## src/design/aht_pkg.sv

```systemverilog
package aht_pkg;

   localparam int SLOTS_DEF   = 64;
   localparam int MAX_LEN_DEF = 256;
   localparam int HANDLE_BASE = 32'hDEAD + 32'hBEEF;
   localparam int HANDLE_W    = 18;
   localparam int LEN_W       = 8;
   localparam int WORD_W      = 32;
   localparam int QDEPTH      = 2;

   typedef enum logic [2:0] {
      OP_CREATE   = 3'd0,
      OP_DELETE   = 3'd1,
      OP_SET      = 3'd2,
      OP_GET      = 3'd3,
      OP_LENGTH   = 3'd4,
      OP_IS_VALID = 3'd5,
      OP_RESIZE   = 3'd6,
      OP_CLONE    = 3'd7
   } aht_op_type;

   typedef enum logic [2:0] {
      ST_OK         = 3'd0,
      ST_BAD_LEN    = 3'd1,
      ST_FULL       = 3'd2,
      ST_BAD_HANDLE = 3'd3,
      ST_BAD_INDEX  = 3'd4
   } aht_status_type;

   typedef enum logic [2:0] {
      BK_IDLE,
      BK_DISPATCH,
      BK_SCAN,
      BK_FILL,
      BK_COPY_RD,
      BK_COPY_WR,
      BK_GET,
      BK_COMMIT
   } aht_state_type;

   // classified request as it travels from front to back
   typedef struct packed {
      aht_op_type           op;
      logic [HANDLE_W-1:0]  handle;
      logic [HANDLE_W-1:0]  diff;
      logic                 in_range;
      logic [LEN_W-1:0]     elem_index;
      logic [LEN_W-1:0]     req_length;
      logic                 len_ok;
      logic [WORD_W-1:0]    elem_value;
   } aht_cmd_type;

endpackage

```

## src/design/aht_front.sv

```systemverilog
module aht_front #(
   parameter int SLOTS   = aht_pkg::SLOTS_DEF,
   parameter int MAX_LEN = aht_pkg::MAX_LEN_DEF
) (
   input  logic                 req_tvalid,
   output logic                 req_tready,
   input  logic [71:0]          req_tdata,
   input  logic [2:0]           req_tuser,
   input  logic                 q_full,
   output logic                 q_push,
   output aht_pkg::aht_cmd_type q_cmd
);
   import aht_pkg::*;

   logic [HANDLE_W-1:0] handle;
   logic [LEN_W-1:0]    req_length;
   logic                above_base;

   assign handle     = req_tdata[17:0];
   assign req_length = req_tdata[33:26];
   assign above_base = 32'(handle) >= HANDLE_BASE;

   assign req_tready = !q_full;
   assign q_push     = req_tvalid && !q_full;

   always_comb begin
      q_cmd            = '0;
      q_cmd.op         = aht_op_type'(req_tuser);
      q_cmd.handle     = handle;
      q_cmd.diff       = HANDLE_W'(32'(handle) - HANDLE_BASE);
      q_cmd.in_range   = above_base && (32'(q_cmd.diff) < SLOTS);
      q_cmd.elem_index = req_tdata[25:18];
      q_cmd.req_length = req_length;
      q_cmd.len_ok     = (req_length != '0) && (32'(req_length) < MAX_LEN);
      q_cmd.elem_value = req_tdata[65:34];
   end

endmodule

```

## config.mk

```make
export PLATFORM = sky130hd
export DESIGN_NAME = aht_front
export DESIGN_NICKNAME = d
export VERILOG_FILES = /design/src/design/aht_pkg.sv /design/src/design/aht_front.sv
export SDC_FILE = /design/constraint.sdc
export NUM_CORES = 1
export LEC_CHECK = 0
export ABC_AREA = 1
export BUFFER_PORTS_ARGS = -buffer_cell sky130_fd_sc_hd__buf_2
export CORE_MARGIN = 8
export CORE_UTILIZATION = 30
export DETAILED_ROUTE_END_ITERATION = 7
export GPL_TIMING_DRIVEN = 0
export PLACE_DENSITY = 0.81
export SETUP_SLACK_MARGIN = 0.3
export SLEW_MARGIN = 10
export SYNTH_ARGS = -nofsm -noshare
export SYNTH_HDL_FRONTEND = slang
export SYNTH_SLANG_ARGS = --single-unit
```

## constraint.sdc

```tcl
create_clock -name vclk -period 2.6
set_input_delay 0.39 -clock vclk [all_inputs]
set_output_delay 0.39 -clock vclk [all_outputs]
set_load 0.005 [all_outputs]
```

Word-level counts from Yosys, hierarchy flattened. Cells that the tools add are included.

Output and inout port bits: 91. Register bits after elaboration: 0. Input bits: 77.

Reductions and logical operators: 4. Add/sub/neg operators: 1. $lt $le $gt $ge: 2.

Operator list (count): greater-or-equal comparator 18 x 17 -> 1 bit, second input constant (1); < comparator 18 x 7 -> 1 bit, second input constant (1); subtractor 18 x 17 -> 18 bit, second input constant (1); nonzero test 8 bit (1); logical AND 1 bit (2); zero test 1 bit (1).

Longest topological paths before layout.
Depth after elaboration: 3. Gate-level depth with buffers: 12. Gate-level depth less buffers: 12.

Worst setup path before layout. No wires, ideal clock.

Kind: input-to-output. From: in req_tdata[2]. To: out q_cmd[49] in the netlist's numbering. Cell stages on the path: 12. Arrival time: 1.373 ns. Path slack: 0.837 ns. Cells stage by stage: ha_1 -> nand2_1 -> nand2_2 -> nand2_1 -> inv_1 -> nand2_1 -> nand2_2 -> nor2_1 -> nand2_1 -> nor2_2 -> nand3_1 -> nor2_1.

RTL lines: from (decl) (RTL line aht_front.sv:7) `input logic [71:0] req_tdata,`; to (decl) (RTL line aht_front.sv:11) `output aht_pkg::aht_cmd_type q_cmd`.

==> results.md <==
- Status: complete, no violations
- Row cnt: 22
- Met1 Track Usage GR: 11.7%
- First drt pass iteration count: 4
- Port Buf Inserts: 117
- Synth top cells by count: buf_4, nand2_1, inv_1
- Initial antenna violation count: 0
- CP Class: in2out
- Ys Warns: 0
- Drt via density: 4.06
- Slew headroom: 81.6%
- Yosys top cell by area: buf_4
- Die X: 76.3 µm
- Most common cell in the netlist: buf_4
- Total global routing overflow: 0
- Layout sequential cell count: 0
- Distinct cells, synth: 19
- Startpoint type of the worst setup path: input pin
- Dpl hpwl: 3.72 mm
- Crit path DAT: 1.67 ns
- Worst Setup End Kind: output pin
- Crit-path max FO: 4
- Crit-path slowest cell: ha_2
- Synth area leaders: buf_4, nand2_1, inv_1
- Max VDD drop: 0.0768 mV
- Placed Area: 0.00174 mm²
- IO Pins: 168
- GRT Overall Usage: 12.3%
- Vias in the first global route: 1,561
- Final TNS setup: 0 ns
- Required time worst endpoint: 2.21 ns
- Post-CTS Setup Repair Bufs: 0
- Final Max Slew Viols: 0
- Initial Utilization: 30.5%
- GR Util met3: 4.95%
- Drt total wl: 3.95 mm
- Met2 Track Usage GR: 24.9%
- Cells after synthesis: 184
- Nets@finish: 381
- Fraction of layout cells with a size suffix above 1: 69.8%
- RSZ-0062 raised after global routing: no
- Avg Cell Area, Syn: 5.93 µm²
- Mapped Area: 0.00109 mm²
- Worst-Margin Slew: 0.273 ns
- Ant diodes: 0
- Seq. cell area: 0 µm²
- Overall power: 278 µW
- Vias: 1,417
- Hold crit path type: in2out
- GR peak layer: met2
- Clock Buffer Count: 0
- Final Hold Fails: 0
- Average wire per standard cell: 11.3 µm
- Post-CTS sizing: 0
- DIE HEIGHT: 76.3 µm
- Crit path max-delay family: simple AND/OR/NAND/NOR gates
- Yosys top cell area share: 48.9%
- Post-CTS Hold Buffers: 0
- Synthesis-to-finish area growth: 59.6%
- Placed Cells: 349
- Tcrit/Tclk final: 79.2%
- Die area: 0.00582 mm²
- CP peak stage delay: 0.20 ns
- Layout Cells excl Fill: 349
- Cell Chain, Critical Path: buf_2 > ha_2 > nand2_2 > nand2_2 > nand2_1 > inv_1 > nand2_1 > nand2_2 > nor2_1 > nand2_1 > nor2_2 > nand3_1 > nor2_1 > buf_2
- Number of DRC markers in iteration 0: 37
- DR DRC count: 0
- Final instance area: 0.00174 mm²
- Power per cell area: 160 mW/mm²
- Largest net degree at the start of global routing: 8
- Core area: 0.00358 mm²
- Part of the Yosys area used for sequential elements: 0%
- Final setup viols: 0
- Routed Antenna Nets: 0
- GPL Wtd Cong: 0.805
- WP buf/inv: 3
- Synth Net Count: 262
- Final min period: 2.06 ns
- Max-cap viol count: 0
- Leakage: 1.15 nW
- Max Freq: 0.486 GHz
- Global-route wire length before repair: 6.47 mm
metrics by stage:
step                utilization (%)  setup WS [ns]  hold slack, ns
floorplan                         -          0.837           0.807
global placement               48.5          0.515           0.950
detailed placement             48.5          0.464           0.950
CTS                            48.5          0.460           0.950
global route                   48.7          0.312           0.951
finish                         48.7          0.541           0.947
final timing paths:
path / depth (start not counted) / slack, ns / start / end
worst min-delay path: 2 / 0.95 / req_tuser[1] / q_cmd[87]
worst max-delay path: 14 / 0.54 / req_tdata[2] / q_cmd[49]
final cells by class:
class	instances	area, µm²
buffer	71	533
multi-input combinational	90	477
fill	365	1840
tap	48	60.1
timing repair buffer	117	586
inverter	23	86.3
where the power goes:
group	total (mW)	internal (mW)	switching (mW)
combinational	0.278	0.158	0.120
clock	0	0	0
sequential	0	0	0
total	0.278	0.158	0.120
cell usage in the layout (no fill, tap or decap), types with 2 or more instances in the layout:
master	count
nor2_2	2
inv_1	21
nor2_4	2
nor4_1	2
xor2_1	2
inv_2	2
buf_2	117
nand3b_1	3
nand4_1	2
nor2_1	11
nand2_4	3
nand3_1	13
nand2_2	11
nand2_1	34
buf_4	71
routing by layer:
metal	vias up	share of wire, %
met3	0	11
met5	-	0
met4	0	0
met2	82	53
met1	607	36
li1	728	-
logic make-up after synthesis:
group | share of synthesized area [%]
AO/OA/AOI/OAI | 0.917
XOR/XNOR | 1.61
adder cells (fa/ha/maj) | 1.15
buffers and inverters | 56.8
AND/OR/NAND/NOR | 39.6
Power figures use the tool's default switching activity.
