File: config.mk
export PLATFORM = sky130hd
export DESIGN_NAME = aht_queue
export DESIGN_NICKNAME = d
export VERILOG_FILES = /design/src/design/aht_pkg.sv /design/src/design/aht_queue.sv
export SDC_FILE = /design/constraint.sdc
export NUM_CORES = 1
export LEC_CHECK = 0
export BUFFER_PORTS_ARGS = -buffer_cell sky130_fd_sc_hd__clkbuf_2
export CAP_MARGIN = 10
export CORE_ASPECT_RATIO = 1.4
export CORE_MARGIN = 4
export CORE_UTILIZATION = 52
export CTS_CLUSTER_DIAMETER = 100
export CTS_CLUSTER_SIZE = 40
export DETAILED_ROUTE_END_ITERATION = 6
export PLACE_DENSITY = 0.79
export SLEW_MARGIN = 5
export SYNTH_ARGS = -nofsm -noshare
export SYNTH_HDL_FRONTEND = slang
export SYNTH_SLANG_ARGS = --single-unit
File: constraint.sdc
create_clock -name clock -period 6.5 [get_ports clock]
set_input_delay 0 -clock clock [delete_from_list [all_inputs] [get_ports clock]]
set_output_delay 0 -clock clock [all_outputs]
set_load 0.01 [all_outputs]
File: src/design/aht_pkg.sv
package aht_pkg;

   localparam int SLOTS_DEF   = 64;
   localparam int MAX_LEN_DEF = 256;
   localparam int HANDLE_BASE = 32'hDEAD + 32'hBEEF;
   localparam int HANDLE_W    = 18;
   localparam int LEN_W       = 8;
   localparam int WORD_W      = 32;
   localparam int QDEPTH      = 2;

   typedef enum logic [2:0] {
      OP_CREATE   = 3'd0,
      OP_DELETE   = 3'd1,
      OP_SET      = 3'd2,
      OP_GET      = 3'd3,
      OP_LENGTH   = 3'd4,
      OP_IS_VALID = 3'd5,
      OP_RESIZE   = 3'd6,
      OP_CLONE    = 3'd7
   } aht_op_type;

   typedef enum logic [2:0] {
      ST_OK         = 3'd0,
      ST_BAD_LEN    = 3'd1,
      ST_FULL       = 3'd2,
      ST_BAD_HANDLE = 3'd3,
      ST_BAD_INDEX  = 3'd4
   } aht_status_type;

   typedef enum logic [2:0] {
      BK_IDLE,
      BK_DISPATCH,
      BK_SCAN,
      BK_FILL,
      BK_COPY_RD,
      BK_COPY_WR,
      BK_GET,
      BK_COMMIT
   } aht_state_type;

   // classified request as it travels from front to back
   typedef struct packed {
      aht_op_type           op;
      logic [HANDLE_W-1:0]  handle;
      logic [HANDLE_W-1:0]  diff;
      logic                 in_range;
      logic [LEN_W-1:0]     elem_index;
      logic [LEN_W-1:0]     req_length;
      logic                 len_ok;
      logic [WORD_W-1:0]    elem_value;
   } aht_cmd_type;

endpackage

File: src/design/aht_queue.sv
module aht_queue (
   input  logic                 clock,
   input  logic                 reset,
   input  logic                 push,
   input  aht_pkg::aht_cmd_type push_cmd,
   input  logic                 pop,
   output aht_pkg::aht_cmd_type head_cmd,
   output logic                 full,
   output logic                 empty
);
   import aht_pkg::*;

   localparam int PTR_W = $clog2(QDEPTH);

   aht_cmd_type        entry_ff [QDEPTH];
   logic [PTR_W-1:0]   wr_ptr_ff, wr_ptr_in;
   logic [PTR_W-1:0]   rd_ptr_ff, rd_ptr_in;
   logic [PTR_W:0]     count_ff, count_in;

   assign full     = count_ff == (PTR_W+1)'(QDEPTH);
   assign empty    = count_ff == '0;
   assign head_cmd = entry_ff[rd_ptr_ff];

   always_comb begin
      wr_ptr_in = push ? wr_ptr_ff + 1'b1 : wr_ptr_ff;
      rd_ptr_in = pop  ? rd_ptr_ff + 1'b1 : rd_ptr_ff;
      count_in  = count_ff + (PTR_W+1)'(push) - (PTR_W+1)'(pop);
   end

   always_ff @(posedge clock) begin
      if (reset) begin
         wr_ptr_ff <= '0;
         rd_ptr_ff <= '0;
         count_ff  <= '0;
      end else begin
         wr_ptr_ff <= wr_ptr_in;
         rd_ptr_ff <= rd_ptr_in;
         count_ff  <= count_in;
      end
   end

   always_ff @(posedge clock) begin
      if (push) begin
         entry_ff[wr_ptr_ff] <= push_cmd;
      end
   end

endmodule

## Word-level counts from Yosys, hierarchy flattened

Memories as Yosys holds them, arrays and structs flattened. A register that Yosys moved wholly into a read port is not among the register bits.
Cells that the tools add are included.

| operators by class | value |
|---|---|
| multiplexer cells | 4 |
| eq/ne operators | 1 |
| reductions and logical operators | 1 |
| add/subtract/negate cells | 4 |

Operator list:

| kind | count |
|---|---|
| 1-bit two-way mux | 4 |
| 1-bit adder, second input constant | 2 |
| 2-bit by 1-bit adder with 2-bit output | 1 |
| 2-bit == test, second input constant | 1 |
| 2-bit logical NOT | 1 |
| 2-bit by 1-bit subtractor with 2-bit output | 1 |

| word-level totals | value |
|---|---|
| memories | 1 |
| word-level logic and storage cells | 14 |
| flip-flop bits (word level) | 4 |
| RAM bits | 178 |

Memories:

| memory | depth | bits a word | read ports | clocked after Yosys merged registers in | wr ports | line | RTL |
|---|---|---|---|---|---|---|---|
| entry_ff | 2 | 89 | 1 | 1 | 1 | aht_queue.sv:15 | `aht_cmd_type entry_ff [QDEPTH];` |

## Logic depth before layout (Yosys ltp)

| logic depth | value |
|---|---|
| word-level depth | 3 |
| depth in mapped cells | 6 |

## Worst setup path after synthesis

No wires, ideal clock.

| timing | value |
|---|---|
| path kind | reg-to-reg |
| start point | register wr_ptr_ff |
| end point | memory entry_ff[0][0] (netlist name), enable pin |
| required time | 5.952 ns |
| clock period less this slack | 4.820 ns |
| stages on the path, launching flop included | 2 |
| arrival | 4.272 ns |
| slack | 1.680 ns |
| setup time | 0.548 ns |
| path buffers | 0 |
| path through | dfxtp_1 -> nor2b_1 |

RTL lines:

| element | line | RTL |
|---|---|---|
| start: declaration | aht_queue.sv:16 | `logic [PTR_W-1:0] wr_ptr_ff, wr_ptr_in;` |
| start signal: assignment | aht_queue.sv:36 | `wr_ptr_ff <= wr_ptr_in;` |
| end: declaration | aht_queue.sv:15 |  |

Straight into the memory's write port.

==> flow_metrics.tcl <==
set metrics [dict create \
    outcome "finished, final reports clean" \
    synth_top_family_by_area "multiplexers" \
    grt_use_met2 0.381 \
    synth_edf_count 178 \
    setup_viol 0 \
    dpl.hpwl_um 8610 \
    antenna_found_initial 0 \
    cp.required_ns 6.50 \
    synth_area_sq_um 6670 \
    post-route-util 0.744 \
    drive_gt1_frac 0.515 \
    max_slew_margin 0.227 \
    cp.arrival_ns 2.40 \
    clock_skew_ns 0.00729 \
    reg2regPathDepth 2 \
    hold_viol 0 \
    synth_nets 393 \
    grt_pass1_vias 4102 \
    critPathSlowestCell "dfxtp_4" \
    gr-usage-all-layers 0.196 \
    wl_per_cell_um 19.2 \
    io_pins 184 \
    worst_r2r_startpoint "wr_ptr_ff$_SDFFE_PP0P_" \
    area_growth_pct 38.6 \
    r2r_slack_ns 4.11 \
    crit_type "flip-flop to output port" \
    critPathTopFamily "buffers and inverters" \
    clock_path_buffers 2 \
    seq_area_frac_synth 0.816 \
    yosysTopAreaCellShare 0.801 \
    tns_ns 0 \
    path_clk_slew_ns 0.07 \
    synth_cell_types 13 \
    gp_congestion 0.720 \
    hold_class "primary input to flip-flop" \
    globalRouteOverflowTotal 0 \
    timing.rr.end "entry_ff[0][0]$_DFFE_PP_" \
    min_to "entry_ff[1][41]$_DFFE_PP_" \
    rows 48 \
    p_leak_nw 3.60 \
    die_w_um 104 \
    synthXorXnorAreaFrac 0.00600 \
    first_pass_iters 4 \
    cap_violations 0 \
    grt_pass1_wl_um 22000 \
    grtUsageMet3 0.0499 \
    crit_path_start_kind "flip-flop" \
    whs_ns 0.311 \
    synth.most_common_cell "edfxtp_1" \
    synth.top_cells.by_area "edfxtp_1 80%, mux2_2 13%, mux2_4 2.3%, dfxtp_1 1.5%, buf_2 0.53%" \
    crit_chain "buf_4, mux2_2, clkbuf_2" \
    dr_total_vias 3813 \
    ctsHtreeMaxLevel 4 \
    place_inst 624 \
    path_buf_inv 2 \
    drtIter0Drc 209 \
    rsz0062_at_grt "no" \
    drt-total-wl_um 14400 \
    yosysTopAreaCell "edfxtp_1" \
    io_buffers 183 \
    busiest_layer "met2" \
    synth-compound-area-share 0 \
    final_cells 749 \
    fin_crit_ns 2.40 \
    die_y_um 142 \
    vdd_drop_max_v 0.000255 \
    fin_nets 681 \
    synthSimpleGateAreaFrac 0.00657 \
    hp-start "push_cmd[41]" \
    synthFlopType "edfxtp_1" \
    dp_slack_ns 4.09 \
    cts_tree "done" \
    ys_async_sr_fraction 0 \
    synthMuxAreaShare 0.156 \
    cts_sinks 183 \
    use_met1 0.204 \
    start_util 0.537 \
    clk_latency_ns 0.41 \
    synth_area_per_cell_sq_um 22.4 \
    hold_depth 2 \
    numCtsBuffers 17 \
    drv_slew 0 \
    dieArea_sq_um 14700 \
    yosysWarnings 0 \
    max_stage_delay_ns 0.72 \
    synth-seq-cells 183 \
    clock.fmax_mhz 417 \
    end_kind "output port" \
    synth_fa_ha_area_frac 0.00375 \
    critPathMaxFanout 47 \
    yosys-top-cells-count "178 x edfxtp_1, 79 x mux2_2, 10 x mux2_4" \
    worst_pin_slew_ns 1.16 \
    drc_errors 0 \
    syn_inst 298 \
    vias_per_cell 5.09 \
    antenna_violating_nets_post_route 0 \
    core_sq_um 12400 \
    period_share 0.369 \
    power.density_nw_per_um2 296 \
    fin_ws_ns 4.10 \
    grt_max_degree 52 \
    clockRootBuffer "clkbuf_16" \
]
placed cells by master, fill, tap and decap left out:
cell type,n
mux2_4,10
inv_6,5
nor2_1,5
inv_1,2
dfxtp_1,4
mux2_2,79
clkbuf_16,17
bufinv_16,2
diode_2,1
xnor3_1,1
nor2b_4,1
clkbuf_2,183
clkinvlp_4,1
dlygate4sd3_1,93
edfxtp_1,178
xnor2_1,2
clkbuf_1,1
clkinv_4,2
dfxtp_4,1
buf_4,3
clkinv_2,3
nor2b_1,2
and2_4,1
ha_1,2
worst register-to-register path: cells and delay by family (launching register included):
kind | cells | cell delay (ns)
buffers and inverters | 1 | 0.74
AND/OR/NAND/NOR | 1 | 0.90
flip-flops | 1 | 0.36
state kept, by name, summed over array words and instances (netlist names), named ones only:
name       count
wr_ptr_ff      1
entry_ff     178
rd_ptr_ff      1
count_ff       2
timing repair:
action,4_1_cts,5_1_grt
hold endpoints to repair,183,0
buffers inserted,0,0
hold buffers,93,0
gates resized for setup,0,0
per-stage QoR:
step / power [mW] / cell area (sq um)
finish: 2.74 / 9250
global route: 2.83 / 9250
CTS: 2.75 / 9250
detailed placement: 1.72 / 7740
global placement: 1.70 / 7740
floorplan: 1.60 / 6670
power by group:
group          switching [mW]  total (mW)  internal [mW]
Combinational           0.161       0.335          0.174
Sequential             0.0299        1.41           1.38
Clock                   0.427       0.997          0.570
Total                   0.618        2.74           2.12
worst max-delay path by stage:
stage | from | end | slack (ns) | depth (start not counted)
2_1_floorplan | wr_ptr_ff$_SDFFE_PP0P_ | entry_ff[0][0]$_DFFE_PP_ | 1.68 | 1
3_3_place_gp | wr_ptr_ff$_SDFFE_PP0P_ | entry_ff[0][58]$_DFFE_PP_ | 4.18 | 2
3_5_place_dp | wr_ptr_ff$_SDFFE_PP0P_ | entry_ff[0][38]$_DFFE_PP_ | 4.09 | 2
4_1_cts | wr_ptr_ff$_SDFFE_PP0P_ | entry_ff[0][0]$_DFFE_PP_ | 4.07 | 2
5_1_grt | wr_ptr_ff$_SDFFE_PP0P_ | entry_ff[0][0]$_DFFE_PP_ | 3.92 | 2
6_report | flip-flop | head_cmd[88] | 4.10 | 3
layout make-up:
class	count	area (sq um)
Clock inverter	13	144
Antenna cell	1	2.50
Inverter	2	7.51
Fill cell	726	3180
Timing Repair Buffer	279	1870
Tap cell	150	188
Multi-Input combinational cell	103	1160
Clock buffer	18	429
Sequential cell	183	5450
routing by layer:
layer,routed length (um),vias to the layer above
li1,-,1759
met1,4870,1906
met2,8570,129
met3,694,19
met4,238,0
met5,0,-
logic make-up after synthesis:
group	count (synthesis)
and+or+nand+nor	9
DFF	183
xor gates and xnor gates	3
adders and majority gates	2
buffers and inverters	12
muxes	89
No activity file was read; power rests on OpenSTA's default activity.
